File: src/rtl/core/mcr_pkg.sv
`timescale 1ns / 1ps

package mcr_pkg;

  // Bus access kinds
  localparam logic OP_READ  = 1'b0;
  localparam logic OP_WRITE = 1'b1;

  // Register offsets within the window
  localparam logic [7:0] ADDR_D    = 8'h52;
  localparam logic [7:0] ADDR_C    = 8'h53;
  localparam logic [7:0] ADDR_B    = 8'h54;
  localparam logic [7:0] ADDR_A    = 8'h55;
  localparam logic [7:0] ADDR_P    = 8'h56;
  localparam logic [7:0] ADDR_N    = 8'h57;
  localparam logic [7:0] ADDR_H    = 8'h60;
  localparam logic [7:0] ADDR_G    = 8'h61;
  localparam logic [7:0] ADDR_F    = 8'h62;
  localparam logic [7:0] ADDR_E    = 8'h63;
  localparam logic [7:0] ADDR_M    = 8'h6C;
  localparam logic [7:0] ADDR_L    = 8'h6D;
  localparam logic [7:0] ADDR_K    = 8'h6E;
  localparam logic [7:0] ADDR_J    = 8'h6F;
  localparam logic [7:0] ADDR_HREV = 8'h88;
  localparam logic [7:0] ADDR_SREV = 8'h89;
  localparam logic [7:0] ADDR_CTRL = 8'h92;

  // Control register bits and fixed read values
  localparam int unsigned CTRL_SIGN_BIT = 7;
  localparam int unsigned CTRL_ACC_BIT  = 6;
  localparam logic [7:0]  CTRL_SIGN     = 8'h80;
  localparam logic [7:0]  REV_VALUE     = 8'h01;

  // Divider: one quotient bit per cycle over the 32-bit dividend
  localparam int unsigned DIV_STEPS = 32;
  localparam int unsigned CNT_W     = $clog2(DIV_STEPS);
  localparam logic [CNT_W-1:0] CNT_LAST = CNT_W'(DIV_STEPS - 1);

  typedef enum logic [1:0] {
    ST_IDLE,
    ST_MUL,
    ST_DIV
  } mcr_state_e;

  // Controller to datapath
  typedef struct packed {
    logic load;        // transaction accepted this cycle
    logic mul_commit;  // write product (plus accumulate) into EFGH
    logic div_step;    // one restoring division step
    logic div_last;    // final step: write quotient and remainder
  } mcr_cmd_t;

  // Datapath to controller
  typedef struct packed {
    logic start_mul;   // offered transaction is a write to A
    logic start_div;   // offered transaction is a write to E
    logic np_zero;     // divisor is zero
  } mcr_sts_t;

endpackage

File: src/rtl/core/math_coprocessor_registers.sv
`timescale 1ns / 1ps
// Channel | Direction | Handshake             | Payload
// in      | input     | in_valid_i/in_ready_o | op_i, reg_addr_i[7:0], wdata_i[7:0]
// out     | output    | out_valid_o/out_ready_i | rdata_o[7:0]
//
// Reads and plain writes: result registered, valid in the cycle after acceptance,
// next transaction taken the same cycle the result is taken. A write to A holds
// input off while EFGH takes the product, plain or accumulated. A write to E holds
// it off to divide, one quotient bit per cycle; a zero NP sets AB, CD to all ones.
// Reset is asynchronous, active low, and clears the coprocessor registers to zero.
// A stalled result holds the input side off until it is taken.

module math_coprocessor_registers
  import mcr_pkg::*;
(
  input  logic       clk_i,
  input  logic       rst_ni,
  input  logic       in_valid_i,
  output logic       in_ready_o,
  input  logic       op_i,
  input  logic [7:0] reg_addr_i,
  input  logic [7:0] wdata_i,
  output logic       out_valid_o,
  input  logic       out_ready_i,
  output logic [7:0] rdata_o
);

  mcr_cmd_t cmd;
  mcr_sts_t sts;

  // Sequencer
  mcr_ctrl u_ctrl (
    .clk_i       (clk_i),
    .rst_ni      (rst_ni),
    .in_valid_i  (in_valid_i),
    .in_ready_o  (in_ready_o),
    .out_valid_o (out_valid_o),
    .out_ready_i (out_ready_i),
    .sts_i       (sts),
    .cmd_o       (cmd)
  );

  // Registers, multiplier and divider
  mcr_dp u_dp (
    .clk_i      (clk_i),
    .rst_ni     (rst_ni),
    .op_i       (op_i),
    .reg_addr_i (reg_addr_i),
    .wdata_i    (wdata_i),
    .cmd_i      (cmd),
    .sts_o      (sts),
    .rdata_o    (rdata_o)
  );

endmodule

File: src/rtl/core/mcr_ctrl.sv
`timescale 1ns / 1ps

module mcr_ctrl
  import mcr_pkg::*;
(
  input  logic     clk_i,
  input  logic     rst_ni,
  input  logic     in_valid_i,
  output logic     in_ready_o,
  output logic     out_valid_o,
  input  logic     out_ready_i,
  input  mcr_sts_t sts_i,
  output mcr_cmd_t cmd_o
);

  mcr_state_e       state_q, state_d;
  logic [CNT_W-1:0] cnt_q, cnt_d;
  logic             out_valid_q, out_valid_d;
  logic             accept;

  // Take a transaction only when idle and the output slot frees up
  assign in_ready_o  = (state_q == ST_IDLE) && (!out_valid_q || out_ready_i);
  assign accept      = in_valid_i && in_ready_o;
  assign out_valid_o = out_valid_q;

  // Next state
  always_comb begin
    state_d = state_q;
    unique case (state_q)
      ST_IDLE: begin
        if (accept && sts_i.start_mul) begin
          state_d = ST_MUL;
        end else if (accept && sts_i.start_div && !sts_i.np_zero) begin
          state_d = ST_DIV;
        end
      end
      ST_MUL: state_d = ST_IDLE;
      ST_DIV: begin
        if (cnt_q == CNT_LAST) begin
          state_d = ST_IDLE;
        end
      end
      default: state_d = ST_IDLE;
    endcase
  end

  // Outputs to the datapath
  always_comb begin
    cmd_o = '0;
    cmd_o.load = accept;
    unique case (state_q)
      ST_IDLE: ;
      ST_MUL:  cmd_o.mul_commit = 1'b1;
      ST_DIV: begin
        cmd_o.div_step = 1'b1;
        cmd_o.div_last = (cnt_q == CNT_LAST);
      end
      default: ;
    endcase
  end

  // Step counter and result valid
  always_comb begin
    cnt_d = (state_q == ST_DIV) ? cnt_q + 1'b1 : '0;
    if (accept) begin
      out_valid_d = 1'b1;
    end else if (out_ready_i) begin
      out_valid_d = 1'b0;
    end else begin
      out_valid_d = out_valid_q;
    end
  end

  always_ff @(posedge clk_i or negedge rst_ni) begin
    if (!rst_ni) begin
      state_q     <= ST_IDLE;
      cnt_q       <= '0;
      out_valid_q <= 1'b0;
    end else begin
      state_q     <= state_d;
      cnt_q       <= cnt_d;
      out_valid_q <= out_valid_d;
    end
  end

  // Checks
  a_ready_only_idle: assert property (@(posedge clk_i) disable iff (!rst_ni)
    in_ready_o |-> (state_q == ST_IDLE))
    else $error("ready raised outside idle");

  a_mul_one_cycle: assert property (@(posedge clk_i) disable iff (!rst_ni)
    (state_q == ST_MUL) |=> (state_q == ST_IDLE))
    else $error("multiply commit took more than one cycle");

  a_div_runs: assert property (@(posedge clk_i) disable iff (!rst_ni)
    ((state_q == ST_DIV) && (cnt_q != CNT_LAST)) |=> (state_q == ST_DIV))
    else $error("division left early");

  a_idle_cnt_clear: assert property (@(posedge clk_i) disable iff (!rst_ni)
    (state_q == ST_IDLE) |-> (cnt_q == '0))
    else $error("step counter not cleared in idle");

  a_accept_gives_result: assert property (@(posedge clk_i) disable iff (!rst_ni)
    accept |=> out_valid_q)
    else $error("accepted transaction produced no result");

endmodule

File: src/rtl/core/mcr_dp.sv
`timescale 1ns / 1ps

module mcr_dp
  import mcr_pkg::*;
(
  input  logic       clk_i,
  input  logic       rst_ni,
  input  logic       op_i,
  input  logic [7:0] reg_addr_i,
  input  logic [7:0] wdata_i,
  input  mcr_cmd_t   cmd_i,
  output mcr_sts_t   sts_o,
  output logic [7:0] rdata_o
);

  // Architectural registers
  logic [15:0] ab_q, cd_q, np_q;
  logic [31:0] efgh_q, jklm_q;
  logic        sign_q, acc_q;

  // Working registers
  logic [31:0] prod_q;
  logic [31:0] quot_q, quot_d;
  logic [15:0] rem_q, rem_d;
  logic [7:0]  rdata_q, rdata_d;

  logic        is_write;
  logic [15:0] ab_new;
  logic signed [16:0] mul_a, mul_b;
  logic signed [33:0] mul_full;
  logic [16:0] trial;
  logic [17:0] diff;

  assign is_write        = (op_i == OP_WRITE);
  assign sts_o.start_mul = is_write && (reg_addr_i == ADDR_A);
  assign sts_o.start_div = is_write && (reg_addr_i == ADDR_E);
  assign sts_o.np_zero   = (np_q == '0);

  // Multiplier sees AB with the new high byte
  assign ab_new   = {wdata_i, ab_q[7:0]};
  assign mul_a    = {sign_q & ab_new[15], ab_new};
  assign mul_b    = {sign_q & cd_q[15], cd_q};
  assign mul_full = mul_a * mul_b;

  // Restoring division step
  always_comb begin
    trial = {rem_q, quot_q[31]};
    diff  = {1'b0, trial} - {2'b00, np_q};
    if (!diff[17]) begin
      rem_d  = diff[15:0];
      quot_d = {quot_q[30:0], 1'b1};
    end else begin
      rem_d  = trial[15:0];
      quot_d = {quot_q[30:0], 1'b0};
    end
  end

  // Read mux; writes return zero
  always_comb begin
    rdata_d = '0;
    if (!is_write) begin
      unique case (reg_addr_i) inside
        ADDR_D:               rdata_d = cd_q[7:0];
        ADDR_C:               rdata_d = cd_q[15:8];
        ADDR_B:               rdata_d = ab_q[7:0];
        ADDR_A:               rdata_d = ab_q[15:8];
        ADDR_P:               rdata_d = np_q[7:0];
        ADDR_N:               rdata_d = np_q[15:8];
        ADDR_H:               rdata_d = efgh_q[7:0];
        ADDR_G:               rdata_d = efgh_q[15:8];
        ADDR_F:               rdata_d = efgh_q[23:16];
        ADDR_E:               rdata_d = efgh_q[31:24];
        ADDR_M:               rdata_d = jklm_q[7:0];
        ADDR_L:               rdata_d = jklm_q[15:8];
        ADDR_K:               rdata_d = jklm_q[23:16];
        ADDR_J:               rdata_d = jklm_q[31:24];
        ADDR_HREV, ADDR_SREV: rdata_d = REV_VALUE;
        ADDR_CTRL:            rdata_d = sign_q ? CTRL_SIGN : 8'h00;
        default:              rdata_d = '0;
      endcase
    end
  end

  // Register file updates
  always_ff @(posedge clk_i or negedge rst_ni) begin
    if (!rst_ni) begin
      ab_q   <= '0;
      cd_q   <= '0;
      np_q   <= '0;
      efgh_q <= '0;
      jklm_q <= '0;
      sign_q <= 1'b0;
      acc_q  <= 1'b0;
    end else begin
      if (cmd_i.load && is_write) begin
        unique case (reg_addr_i)
          ADDR_D: cd_q[7:0]      <= wdata_i;
          ADDR_C: cd_q[15:8]     <= wdata_i;
          ADDR_B: ab_q[7:0]      <= wdata_i;
          ADDR_A: ab_q[15:8]     <= wdata_i;
          ADDR_P: np_q[7:0]      <= wdata_i;
          ADDR_N: np_q[15:8]     <= wdata_i;
          ADDR_H: efgh_q[7:0]    <= wdata_i;
          ADDR_G: efgh_q[15:8]   <= wdata_i;
          ADDR_F: efgh_q[23:16]  <= wdata_i;
          ADDR_E: begin
            efgh_q[31:24] <= wdata_i;
            // Zero divisor resolves at once
            if (np_q == '0) begin
              ab_q <= '1;
              cd_q <= '1;
            end
          end
          ADDR_M: jklm_q[7:0]    <= wdata_i;
          ADDR_L: jklm_q[15:8]   <= wdata_i;
          ADDR_K: jklm_q[23:16]  <= wdata_i;
          ADDR_J: jklm_q[31:24]  <= wdata_i;
          ADDR_CTRL: begin
            sign_q <= wdata_i[CTRL_SIGN_BIT];
            acc_q  <= wdata_i[CTRL_ACC_BIT];
          end
          default: ;
        endcase
      end
      if (cmd_i.mul_commit) begin
        efgh_q <= acc_q ? prod_q + efgh_q : prod_q;
      end
      if (cmd_i.div_last) begin
        ab_q <= quot_d[15:0];
        cd_q <= rem_d;
      end
    end
  end

  // Product stage, divider shift registers and read data
  always_ff @(posedge clk_i) begin
    if (cmd_i.load) begin
      rdata_q <= rdata_d;
    end
    if (cmd_i.load && sts_o.start_mul) begin
      prod_q <= mul_full[31:0];
    end
    if (cmd_i.load && sts_o.start_div) begin
      quot_q <= {wdata_i, efgh_q[23:0]};
      rem_q  <= '0;
    end else if (cmd_i.div_step) begin
      quot_q <= quot_d;
      rem_q  <= rem_d;
    end
  end

  assign rdata_o = rdata_q;

endmodule

File: config.mk
export PLATFORM = sky130hd
export DESIGN_NAME = math_coprocessor_registers
export DESIGN_NICKNAME = d
export VERILOG_FILES = /design/src/rtl/core/mcr_pkg.sv /design/src/rtl/core/math_coprocessor_registers.sv /design/src/rtl/core/mcr_ctrl.sv /design/src/rtl/core/mcr_dp.sv
export SDC_FILE = /design/constraint.sdc
export NUM_CORES = 1
export LEC_CHECK = 0
export BUFFER_PORTS_ARGS = -buffer_cell sky130_fd_sc_hd__buf_2
export CORE_ASPECT_RATIO = 1.2
export CORE_MARGIN = 2
export CORE_UTILIZATION = 60
export CTS_CLUSTER_DIAMETER = 80
export DETAILED_ROUTE_END_ITERATION = 8
export PLACE_DENSITY = 0.76
export SLEW_MARGIN = 40
export SYNTH_ARGS = -nofsm -noshare
export SYNTH_HDL_FRONTEND = slang
export SYNTH_HIERARCHICAL = 1
export SYNTH_SLANG_ARGS = --single-unit
File: constraint.sdc
create_clock -name clk_i -period 9.2 [get_ports clk_i]
set_input_delay 0.46 -clock clk_i [delete_from_list [all_inputs] [get_ports clk_i]]
set_output_delay 0.46 -clock clk_i [all_outputs]
set_load 0.03 [all_outputs]
==> qor.csv <==
metric;value;unit
hp-start;in_valid_i;
ys_seq_area_share;24.9;%
rsz0062_at_grt;no;
die_x;180;um
worst_ep_arrival_time;7490;ps
min_path_cells;3;
drv_cap;0;
ir_worst_vdd;149;uV
clock_sinks;210;
path_class;reg -> reg;
post_cts_buffers;0;
gp_routability_congestion;0.968;
rr_worst_depth;21;
final.period_utilization;78.7;%
timing.hold.ws;222;ps
status;complete, no violations;
crit_family;adder cells;
synth_area_per_cell;9.45;sq um
dr.pass1.iters;6;
cts_buffer_depth;3;
core;36700;sq um
via_per_inst;6.22;
drc_errors;0;
rr_endpoint;u_dp/prod_q[31];
tritoncts;built;
path_depth;21;
synth_area;22300;sq um
cp-start-kind;flip-flop;
numCtsBuffers;21;
routedWlPerCell;22.2;um
place_worst_setup_slack;2010;ps
die_h;215;um
maxSlewViolCount;0;
crit_chain;nand2_1 -> or2_2 -> fa_1 -> fa_1 -> inv_1 -> fa_1 -> fa_1 -> fa_1 -> inv_1 -> fa_1 -> inv_1 -> ha_1 -> a21o_1 -> a21o_1 -> a221oi_1 -> o21ai_1 -> a41o_1 -> nand2b_1 -> o211ai_1 -> o41ai_2 -> xnor2_1;
synth_cell_types;88;
async_flop_share;58.1;%
totalWireLength;62200;um
grt_pass1_vias;18400;
ctsResizeCount;0;
slowest_delay;770;ps
worstPathRequired;9460;ps
start_util;60.7;%
crit_top_cell;fa_1;
ios;31;
layout-drive-gt1-share;8.66;%
crit_buf_inv;3;
antenna_found_initial;1;
place_area;22800;sq um
timing.rr.start;u_dp/cd_q[15];
rrSetupSlack;1960;ps
drt_iter0_markers;1894;
synth-edff-count;72;
grt.overflow.total;0;
hold_class;in -> reg;
clkTransAtPathRegs;80;ps
finClkSkew;18.7;ps
synth-seq-cells;210;
slowest_stage;dfrtp_1;
cts_root_buffer;clkbuf_16;
dr_total_vias;17500;
row_count;77;
cts_max_level;1;
grt_max_degree;78;
fin_area;23500;sq um
p_per_area;165;nW/um^2
setup_viol;0;
cp-end-kind;flip-flop;
nets;2755;
numPortBuffers;30;
dp_hpwl;45800;um
p_total;3.88;mW
fill_cells;2926;
grt.total_usage;32.9;%
relSlewSlack;41.9;%
fin_ws;1960;ps
max_slew.worst_pin.slew;866;ps
syn_inst;2355;
synth_nets;2791;
critPathMaxFanout;20;
yosysWarnings;6;
area_growth;5.70;%
die_area;38700;sq um
max_freq;0.138;GHz
clock_latency;530;ps
ant_nets;0;
tns;0;ps
hold-path-endpoint;u_ctrl/out_valid_o;
post-route-min-period;7240;ps
grt_pass1_wl;99600;um
hold_viol_final;0;
synth_flop_cell;dfrtp_1;
leakagePower;11.2;nW
tightest hold or removal path: stages:
cell	delay, ps
buf_2	100
nand3_2	90
nand2_1	60
power breakdown:
group	total [mW]	switching (mW)	internal, mW
logic	1.92	1.10	0.813
registers	1.10	0.0208	1.07
clock network	0.869	0.379	0.490
worst max-delay path by stage:
stage               slack, ps              end           from
floorplan                2800  u_dp/prod_q[31]     wdata_i[6]
global placement         2190  u_dp/prod_q[31]     wdata_i[7]
detailed placement       2010  u_dp/prod_q[31]     wdata_i[7]
CTS                      2030  u_dp/prod_q[31]  u_dp/cd_q[15]
global route             1700  u_dp/prod_q[31]  u_dp/cd_q[15]
finish                   1960  u_dp/prod_q[31]  u_dp/cd_q[15]
cells in the mapped netlist (45+ instances only):
cell type	number	area, sq um
nand2_1	343	1290
inv_1	341	1280
fa_1	284	5690
and2_1	132	826
ha_1	131	1640
dfrtp_1	122	3050
clkbuf_1	110	413
nor2_1	98	368
a21oi_1	80	400
edfxtp_1	72	2160
o21ai_0	69	345
xnor2_1	54	473
mux2_2	45	507
cell usage in the layout (no fill, tap or decap), drive strengths merged, types with 7 or more instances in the layout:
cell,n
nand2,343
edfxtp,72
nor2,100
a22oi,7
xnor2,54
a31oi,20
mux2,45
o21a,11
ha,131
a222oi,10
a21oi,81
inv,342
nand2b,16
a221oi,24
a21o,35
and3,20
and2,133
dfxtp,16
o22ai,40
nor2b,12
o21ai,89
fa,284
dfrtp,122
mux2i,22
nor4,11
clkbuf,29
a211oi,25
nand3,21
nor3,28
buf,63
xor2,16
or2,8
a22o,14
cells by family (layout without fill, tap and decap cells):
| kind of cell | after synthesis | in the layout | synth area share, % |
|---|---|---|---|
| simple gates | 716 | 716 | 15.4 |
| fa+ha+maj | 415 | 415 | 32.9 |
| mux | 70 | 70 | 3.57 |
| other cells | 0 | 1 | 0 |
| buf+inv | 465 | 443 | 7.91 |
| flops | 210 | 210 | 24.9 |
| compound gates | 409 | 409 | 12.6 |
| xor+xnor | 70 | 70 | 2.75 |
area by class of cell:
class                      count  area [sq um]  share of cell area (%)
antenna                        1          2.50                  0.0106
sequential                   210          5540                    23.6
timing repair buffer          64           417                    1.77
inverter                     342          1290                    5.47
clock buffer                  29           607                    2.58
multi-input combinational   1680         15000                    63.8
tap                          474           593                    2.52
clock inverter                 8          70.1                   0.298
per-layer routing:
layer / vias to the layer above / routed length [um] / GRT usage, %
met1: 8710 / 23400 / 40.8
met4: 0 / 3650 / 17.8
met2: 837 / 30200 / 55.5
met5: - / 0 / 0
met3: 231 / 4980 / 4.98
li1: 7676 / - / -
through the flow:
step / cells / util (%)
2_1_floorplan: 2355 / -
3_3_place_gp: 2769 / 62.1
3_5_place_dp: 2769 / 62.2
4_1_cts: 2807 / 64.0
5_1_grt: 2807 / 64.1
6_report: 2808 / 64.1
state kept, by name (all words and copies together), names as in the netlist, 16 cells and up:
name / flops
u_dp/prod_q: 32
u_dp/jklm_q: 32
u_dp/cd_q: 16
u_dp/ab_q: 16
u_dp/efgh_q: 32
u_dp/np_q: 16
u_dp/quot_q: 32
u_dp/rem_q: 16
repair_timing:
action / 4_1_cts / 5_1_grt
hold endpoints to repair: 45 / 0
setup endpoints to repair: 0 / 0
hold buffers: 1 / 0
Power figures use the tool's default switching activity.
